File: src/rtl/core/fpbd_pkg.sv
package fpbd_pkg;

    localparam logic [7:0] SRC_A   = 8'h50;
    localparam logic [7:0] SRC_B   = 8'h80;
    localparam logic [7:0] LEN_MIN = 8'h03;
    localparam logic [7:0] LEN_MAX = 8'h22;

    localparam logic [7:0] DST_RADIO  = 8'h68;
    localparam logic [7:0] DST_PHONE  = 8'hC8;
    localparam logic [7:0] DST_BCAST  = 8'hBF;
    localparam logic [7:0] D0_BUTTON  = 8'h3B;
    localparam logic [7:0] D0_VOLUME  = 8'h32;
    localparam logic [7:0] D0_IGN     = 8'h11;
    localparam logic [7:0] D0_RT      = 8'h01;

    localparam int QUEUE_DEPTH = 2;

    // One parsed frame, handed from the parser to the decoder
    typedef struct packed {
        logic       checksum_ok;
        logic [7:0] source_id;
        logic [7:0] dest_id;
        logic [5:0] frame_length;
        logic [7:0] first_data;
        logic [7:0] second_data;
    } frame_rec_t;

    typedef struct packed {
        logic full;
        logic empty;
    } queue_status_t;

    function automatic logic [4:0] decode_event(input frame_rec_t rec);
        logic [4:0] code;
        code = 5'd0;
        if (rec.source_id == SRC_A) begin
            if (rec.dest_id == DST_RADIO && rec.frame_length == 6'd4) begin
                if (rec.first_data == D0_BUTTON) begin
                    unique case (rec.second_data)
                        8'h01:   code = 5'd1;
                        8'h11:   code = 5'd2;
                        8'h21:   code = 5'd3;
                        8'h08:   code = 5'd4;
                        8'h18:   code = 5'd5;
                        8'h28:   code = 5'd6;
                        default: code = 5'd0;
                    endcase
                end else if (rec.first_data == D0_VOLUME) begin
                    unique case (rec.second_data)
                        8'h11:   code = 5'd7;
                        8'h31:   code = 5'd8;
                        8'h10:   code = 5'd9;
                        8'h30:   code = 5'd10;
                        default: code = 5'd0;
                    endcase
                end
            end else if (rec.dest_id == DST_PHONE) begin
                if (rec.first_data == D0_RT && rec.frame_length == 6'd3) begin
                    code = 5'd11;
                end else if (rec.first_data == D0_BUTTON && rec.frame_length == 6'd4) begin
                    unique case (rec.second_data)
                        8'h80:   code = 5'd12;
                        8'h90:   code = 5'd13;
                        8'hA0:   code = 5'd14;
                        default: code = 5'd0;
                    endcase
                end
            end
        end else if (rec.source_id == SRC_B) begin
            if (rec.dest_id == DST_BCAST && rec.first_data == D0_IGN) begin
                unique case (rec.second_data)
                    8'h01:   code = 5'd15;
                    8'h02:   code = 5'd16;
                    8'h04:   code = 5'd17;
                    default: code = 5'd0;
                endcase
            end
        end
        return code;
    endfunction

endpackage

File: src/rtl/core/fpbd_front.sv
module fpbd_front (
    input  logic                aclk,
    input  logic                aresetn,
    input  logic                s_valid,
    output logic                s_ready,
    input  logic [7:0]          s_rx_byte,
    input  fpbd_pkg::queue_status_t q_status,
    output logic                push,
    output fpbd_pkg::frame_rec_t push_rec
);

    localparam logic [1:0] PH_HUNT = 2'd0;
    localparam logic [1:0] PH_LEN  = 2'd1;
    localparam logic [1:0] PH_DST  = 2'd2;
    localparam logic [1:0] PH_BODY = 2'd3;

    logic [1:0] phase_reg, phase_next;
    logic [5:0] bytes_left_reg, bytes_left_next;
    logic [7:0] src_reg, src_next;
    logic [5:0] len_reg, len_next;
    logic [7:0] dst_reg, dst_next;
    logic [7:0] d0_reg, d0_next;
    logic [7:0] d1_reg, d1_next;
    logic [1:0] idx_reg, idx_next;
    logic [7:0] xor_reg, xor_next;
    logic [5:0] bl_dec;
    logic [7:0] xor_fin;
    logic       take;

    // a checksum byte pushes a frame, so every byte waits for a free slot
    assign s_ready = !q_status.full;
    assign take    = s_valid && s_ready;
    assign bl_dec  = bytes_left_reg - 6'd1;
    assign xor_fin = xor_reg ^ s_rx_byte;

    always_comb begin
        phase_next      = phase_reg;
        bytes_left_next = bytes_left_reg;
        src_next        = src_reg;
        len_next        = len_reg;
        dst_next        = dst_reg;
        d0_next         = d0_reg;
        d1_next         = d1_reg;
        idx_next        = idx_reg;
        xor_next        = xor_reg;
        push            = 1'b0;

        push_rec.checksum_ok  = (xor_fin == 8'h00);
        push_rec.source_id    = src_reg;
        push_rec.dest_id      = dst_reg;
        push_rec.frame_length = len_reg;
        push_rec.first_data   = d0_reg;
        push_rec.second_data  = d1_reg;

        if (take) begin
            unique case (phase_reg)
                PH_DST: begin
                    dst_next        = s_rx_byte;
                    xor_next        = xor_fin;
                    bytes_left_next = bl_dec;
                    phase_next      = PH_BODY;
                end
                PH_BODY: begin
                    bytes_left_next = bl_dec;
                    xor_next        = xor_fin;
                    if (bl_dec != 6'd0) begin
                        if (idx_reg == 2'd0) begin
                            d0_next  = s_rx_byte;
                            idx_next = 2'd1;
                        end else if (idx_reg == 2'd1) begin
                            d1_next  = s_rx_byte;
                            idx_next = 2'd2;
                        end
                    end else begin
                        push       = 1'b1;
                        phase_next = PH_HUNT;
                    end
                end
                PH_LEN, PH_HUNT: begin
                    if (phase_reg == PH_LEN && s_rx_byte >= fpbd_pkg::LEN_MIN
                            && s_rx_byte <= fpbd_pkg::LEN_MAX) begin
                        len_next        = s_rx_byte[5:0];
                        bytes_left_next = s_rx_byte[5:0];
                        xor_next        = xor_fin;
                        phase_next      = PH_DST;
                    end else begin
                        // hunting; a bad length byte is retried as a source
                        phase_next = PH_HUNT;
                        if (s_rx_byte == fpbd_pkg::SRC_A || s_rx_byte == fpbd_pkg::SRC_B) begin
                            src_next        = s_rx_byte;
                            xor_next        = s_rx_byte;
                            idx_next        = 2'd0;
                            bytes_left_next = 6'd0;
                            phase_next      = PH_LEN;
                        end
                    end
                end
            endcase
        end
    end

    always_ff @(posedge aclk) begin
        if (!aresetn) begin
            phase_reg      <= PH_HUNT;
            bytes_left_reg <= 6'd0;
            src_reg        <= 8'd0;
            len_reg        <= 6'd0;
            dst_reg        <= 8'd0;
            d0_reg         <= 8'd0;
            d1_reg         <= 8'd0;
            idx_reg        <= 2'd0;
            xor_reg        <= 8'd0;
        end else begin
            phase_reg      <= phase_next;
            bytes_left_reg <= bytes_left_next;
            src_reg        <= src_next;
            len_reg        <= len_next;
            dst_reg        <= dst_next;
            d0_reg         <= d0_next;
            d1_reg         <= d1_next;
            idx_reg        <= idx_next;
            xor_reg        <= xor_next;
        end
    end

endmodule

File: src/rtl/core/fpbd_queue.sv
module fpbd_queue (
    input  logic                 aclk,
    input  logic                 aresetn,
    input  logic                 push,
    input  fpbd_pkg::frame_rec_t push_rec,
    input  logic                 pop,
    output fpbd_pkg::frame_rec_t head_rec,
    output fpbd_pkg::queue_status_t status
);

    localparam int PTR_W = $clog2(fpbd_pkg::QUEUE_DEPTH);

    fpbd_pkg::frame_rec_t entry_reg [fpbd_pkg::QUEUE_DEPTH];
    logic [PTR_W-1:0] wr_ptr_reg, wr_ptr_next;
    logic [PTR_W-1:0] rd_ptr_reg, rd_ptr_next;
    logic [PTR_W:0]   count_reg, count_next;
    logic             do_push, do_pop;

    assign status.full  = (count_reg == (PTR_W+1)'(fpbd_pkg::QUEUE_DEPTH));
    assign status.empty = (count_reg == '0);
    assign do_push      = push && !status.full;
    assign do_pop       = pop && !status.empty;
    assign head_rec     = entry_reg[rd_ptr_reg];

    always_comb begin
        wr_ptr_next = wr_ptr_reg;
        rd_ptr_next = rd_ptr_reg;
        count_next  = count_reg;
        if (do_push) begin
            wr_ptr_next = (wr_ptr_reg == PTR_W'(fpbd_pkg::QUEUE_DEPTH - 1)) ? '0
                          : wr_ptr_reg + 1'b1;
        end
        if (do_pop) begin
            rd_ptr_next = (rd_ptr_reg == PTR_W'(fpbd_pkg::QUEUE_DEPTH - 1)) ? '0
                          : rd_ptr_reg + 1'b1;
        end
        if (do_push && !do_pop) begin
            count_next = count_reg + 1'b1;
        end else if (do_pop && !do_push) begin
            count_next = count_reg - 1'b1;
        end
    end

    always_ff @(posedge aclk) begin
        if (do_push) begin
            entry_reg[wr_ptr_reg] <= push_rec;
        end
    end

    always_ff @(posedge aclk) begin
        if (!aresetn) begin
            wr_ptr_reg <= '0;
            rd_ptr_reg <= '0;
            count_reg  <= '0;
        end else begin
            wr_ptr_reg <= wr_ptr_next;
            rd_ptr_reg <= rd_ptr_next;
            count_reg  <= count_next;
        end
    end

endmodule

File: src/rtl/core/fpbd_back.sv
module fpbd_back (
    input  logic                    aclk,
    input  logic                    aresetn,
    input  fpbd_pkg::frame_rec_t    head_rec,
    input  fpbd_pkg::queue_status_t q_status,
    output logic                    pop,
    output logic                    m_valid,
    input  logic                    m_ready,
    output logic                    m_checksum_ok,
    output logic [4:0]              m_event_code,
    output logic [7:0]              m_source_id,
    output logic [7:0]              m_dest_id,
    output logic [5:0]              m_frame_length,
    output logic [7:0]              m_first_data,
    output logic [7:0]              m_second_data
);

    logic                 valid_reg;
    logic                 load;
    fpbd_pkg::frame_rec_t rec_reg;
    logic [4:0]           code_reg, code_next;

    assign load = !q_status.empty && (!valid_reg || m_ready);
    assign pop  = load;

    always_comb begin
        code_next = head_rec.checksum_ok ? fpbd_pkg::decode_event(head_rec) : 5'd0;
    end

    always_ff @(posedge aclk) begin
        if (!aresetn) begin
            valid_reg <= 1'b0;
        end else if (load) begin
            valid_reg <= 1'b1;
        end else if (m_ready) begin
            valid_reg <= 1'b0;
        end
    end

    always_ff @(posedge aclk) begin
        if (load) begin
            rec_reg  <= head_rec;
            code_reg <= code_next;
        end
    end

    assign m_valid        = valid_reg;
    assign m_checksum_ok  = rec_reg.checksum_ok;
    assign m_event_code   = code_reg;
    assign m_source_id    = rec_reg.source_id;
    assign m_dest_id      = rec_reg.dest_id;
    assign m_frame_length = rec_reg.frame_length;
    assign m_first_data   = rec_reg.first_data;
    assign m_second_data  = rec_reg.second_data;

endmodule

File: src/rtl/core/frame_parser_button_decoder.sv
// Frame parser and button/ignition event decoder.
// Input channel (s_valid/s_ready/s_rx_byte): one received bus byte per
// transaction, up to one byte per cycle.
// Output channel (m_valid/m_ready/m_*): one transaction per frame, issued
// for the checksum byte, carrying the header, first two data bytes,
// checksum status and the decoded event code (0 on a bad checksum).
// Throughput: one byte per cycle while m_ready is high; one frame result
// per cycle at the output while m_ready is high. The parser front end
// feeds a two-entry frame queue which the decoder back end drains into
// the output register, where m_valid rises; a frame waits in the queue
// while the output register holds a result that m_ready has not taken.
// Stall: while m_ready is low the queue fills; once it holds two frames
// s_ready drops and stays low until the receiver takes a result.
// Reset: aresetn (synchronous, active low) returns the parser to hunting
// for a source byte, clears the frame registers and empties the queue.
module frame_parser_button_decoder (
    input  logic       aclk,
    input  logic       aresetn,
    input  logic       s_valid,
    output logic       s_ready,
    input  logic [7:0] s_rx_byte,
    output logic       m_valid,
    input  logic       m_ready,
    output logic       m_checksum_ok,
    output logic [4:0] m_event_code,
    output logic [7:0] m_source_id,
    output logic [7:0] m_dest_id,
    output logic [5:0] m_frame_length,
    output logic [7:0] m_first_data,
    output logic [7:0] m_second_data
);

    fpbd_pkg::queue_status_t q_status;
    fpbd_pkg::frame_rec_t    push_rec;
    fpbd_pkg::frame_rec_t    head_rec;
    logic                    push;
    logic                    pop;

    fpbd_front u_front (
        .aclk      (aclk),
        .aresetn   (aresetn),
        .s_valid   (s_valid),
        .s_ready   (s_ready),
        .s_rx_byte (s_rx_byte),
        .q_status  (q_status),
        .push      (push),
        .push_rec  (push_rec)
    );

    fpbd_queue u_queue (
        .aclk     (aclk),
        .aresetn  (aresetn),
        .push     (push),
        .push_rec (push_rec),
        .pop      (pop),
        .head_rec (head_rec),
        .status   (q_status)
    );

    fpbd_back u_back (
        .aclk           (aclk),
        .aresetn        (aresetn),
        .head_rec       (head_rec),
        .q_status       (q_status),
        .pop            (pop),
        .m_valid        (m_valid),
        .m_ready        (m_ready),
        .m_checksum_ok  (m_checksum_ok),
        .m_event_code   (m_event_code),
        .m_source_id    (m_source_id),
        .m_dest_id      (m_dest_id),
        .m_frame_length (m_frame_length),
        .m_first_data   (m_first_data),
        .m_second_data  (m_second_data)
    );

endmodule
File: config.mk
export PLATFORM = sky130hd
export DESIGN_NAME = frame_parser_button_decoder
export DESIGN_NICKNAME = d
export VERILOG_FILES = /design/src/rtl/core/fpbd_pkg.sv /design/src/rtl/core/fpbd_front.sv /design/src/rtl/core/fpbd_queue.sv /design/src/rtl/core/fpbd_back.sv /design/src/rtl/core/frame_parser_button_decoder.sv
export SDC_FILE = /design/constraint.sdc
export NUM_CORES = 1
export LEC_CHECK = 0
export ABC_CLOCK_PERIOD_IN_PS = 9000
export BUFFER_PORTS_ARGS = -buffer_cell sky130_fd_sc_hd__buf_2
export CAP_MARGIN = 20
export CORE_MARGIN = 2
export CORE_UTILIZATION = 46
export DETAILED_ROUTE_END_ITERATION = 12
export GPL_ROUTABILITY_DRIVEN = 1
export PLACE_DENSITY = 0.68
export SYNTH_ARGS = -nofsm -noshare
export SYNTH_HDL_FRONTEND = slang
export SYNTH_SLANG_ARGS = --single-unit
export TNS_END_PERCENT = 30
File: constraint.sdc
create_clock -name aclk -period 9 [get_ports aclk]
set_input_delay 0.45 -clock aclk [delete_from_list [all_inputs] [get_ports aclk]]
set_output_delay 0.45 -clock aclk [all_outputs]
set_load 0.005 [all_outputs]
==> qor.csv <==
metric;value;unit
ys_warn_count;0;
cts-htree-levels;4;
gr-usage-met1;0.226;
numCtsBuffers;17;
path_clk_slew;0.07;ns
p_leak;3.13;nW
fin_cells;850;
fin_nets;636;
combPwrFrac;0.181;
wl_per_cell;16.9;um
overflow;0;
startpoint_type;flip-flop;
drtIter0Drc;230;
via_count;4530;
cts.sinks;184;
synth_seq_cells;184;
fp.coreArea;16000;sq um
synthArstFlopShare;0;
seqPwrFrac;0.491;
clock_path_buffers;2;
io_pins;58;
crit_type;flip-flop to flip-flop;
post-place-ws;5.70;ns
power_frac_clock;0.328;
initial_core_util;0.475;
fmax;301;MHz
use_met2;0.279;
gp_congestion;0.803;
synth_top_area_frac;0.482;
routed_wl;14300;um
grt_max_degree;72;
postCtsHoldBufs;0;
period_minus_slack;3.32;ns
power_switching;0.000565;W
finalClockSkew;0.00766;ns
ys_types;64;
cp_num_buf_inv;1;
grt_first_pass_wirelength;23700;um
cp.arrival;3.57;ns
crit_path_top_delay_cell;buf_4;
dp_cells;817;
drc_errors;0;
fin_util;0.541;
crit_chain;buf_4, mux2_2, or4_4, nor2_2, nand4_1, or3_1, or3_1, o311ai_1;
synth-edff-count;122;
end_kind;flip-flop;
synth_top_cell_by_area;edfxtp_1;
setup_tns;0;ns
hpwl;9930;um
die_h;133;um
synth_seq_area_share;0.646;
placed_area;8060;sq um
critical_path.most_common_cell;or3_1;
ant_nets;0;
dieArea;17600;sq um
largest_reg_flops;78;
root_buffer;clkbuf_16;
p_sw_frac;0.262;
syn2layout_area_growth;13.9;%
report.final.slew_viol_count;0;
hold_viol;0;
finalCritPeriodShare;0.369;
syn-num-nets;583;
use_met3;0.0356;
ir_worst_vdd;0.194;mV
dr.pass1.iters;5;
p_int;0.00159;W
synth_area_leaders;edfxtp_1, dfxtp_1, mux2_2, mux2i_1, nand2_1;
clk_latency;0.43;ns
mappedNetlistArea;7600;sq um
finalSetupViolations;0;
drive_gt1_frac;0.213;
crit_path_max_fanout;57;
max_cap_viol_count;0;
post_cts_buffers;0;
cts_tree;built;
antenna_found_initial;0;
hold_class;input pin to flip-flop;
critical_path_required;9.24;ns
status;complete, no violations;
cts.repair.resized;0;
slowest_delay;0.55;ns
fin_ws;5.68;ns
tightest_slew;0.988;ns
busiest_layer;met2;
grt_setup_unrepaired;no;
grt_pass1_vias;4520;
cp_top_family;simple AND/OR/NAND/NOR gates;
avgSynthCellArea;13.4;sq um
stdcell_area;8650;sq um
routed_via_density;5.33;
antenna_cells;0;
powerDensity;249;nW/um^2
die_width;133;um
synthFlopType;edfxtp_1;
row_count;46;
portBuffers;57;
grt_use_total;0.172;
max-slew-margin-rel;0.340;
synthCells;568;
==> Yosys cell counts, drive strengths merged (8+ instances only) <==
cell type and n:
nand2 59, dfxtp 62, and2 16, clkbuf 17, mux2 34, nor2 13, nor4bb 8, buf 12
nor3 12, edfxtp 122, mux2i 37, nor4 8, o21ai 10, xnor2 11, xor2 14, nor2b 23
inv 13
==> cell type report <==
class / instances / area (sq um)
Clock buffer: 20 / 468
Inverter: 13 / 48.8
Clock inverter: 12 / 98.8
Tap cell: 216 / 270
Fill cell: 1378 / 7350
Multi-Input combinational cell: 342 / 2510
Timing Repair Buffer: 63 / 343
Sequential cell: 184 / 4910
==> metrics by stage <==
stage | hold slack (ns) | power (W)
floorplan | 0.417 | 0.00135
global placement | 0.430 | 0.00146
detailed placement | 0.435 | 0.00147
CTS | 0.391 | 0.00218
global route | 0.326 | 0.00225
finish | 0.313 | 0.00216
==> routing by layer <==
| layer | share of wire | up-vias |
|---|---|---|
| met2 | 0.48 | 110 |
| met4 | 0.015 | 0 |
| met1 | 0.46 | 2192 |
| met5 | 0 | - |
| li1 | - | 2210 |
| met3 | 0.041 | 18 |
==> cell usage in the layout, fill, tap and decap left out, types with 8 or more instances in the layout <==
cell / n
and2_1: 16
buf_2: 57
clkbuf_16: 18
dfxtp_1: 61
edfxtp_1: 122
inv_1: 13
mux2_2: 33
mux2i_1: 37
nand2_1: 59
nor2_1: 11
nor2b_1: 23
nor3_1: 12
nor4bb_1: 8
o21ai_0: 9
xnor2_1: 11
xor2_1: 14
==> worst paths after layout <==
| path | start | to | slack, ns | cells past startpoint |
|---|---|---|---|---|
| min | aresetn | u_front.bytes_left_reg[1] | 0.31 | 2 |
| min reg2reg | u_front.src_reg[0] | u_queue.entry_reg[1][30] | 0.45 | 0 |
| max reg2reg | flip-flop | u_back.m_event_code[0] | 5.68 | 8 |
| max | flip-flop | u_back.m_event_code[0] | 5.68 | 8 |
==> kinds of logic (layout without fill, tap and decap cells) <==
| kind of cell | after synthesis | after routing | share of synthesized area |
|---|---|---|---|
| AOI/OAI and AO/OA | 59 | 59 | 0.0570 |
| xor gates and xnor gates | 25 | 25 | 0.0288 |
| adders and majority gates | 3 | 3 | 0.00494 |
| buffers and inverters | 42 | 108 | 0.0252 |
| DFF | 184 | 184 | 0.646 |
| muxes | 71 | 71 | 0.0996 |
| and+or+nand+nor | 184 | 184 | 0.139 |
==> power groups by stage <==
stage                     sequential (W)  clock, W  combinational, W
after detailed placement         0.00108         0          0.000395
after CTS                        0.00106  0.000719          0.000397
final                            0.00106  0.000708          0.000391
after global routing             0.00107  0.000751          0.000433
after global placement           0.00108         0          0.000389
after floorplan                  0.00110         0          0.000253
Note: power is estimated with default switching activity, not from simulation.
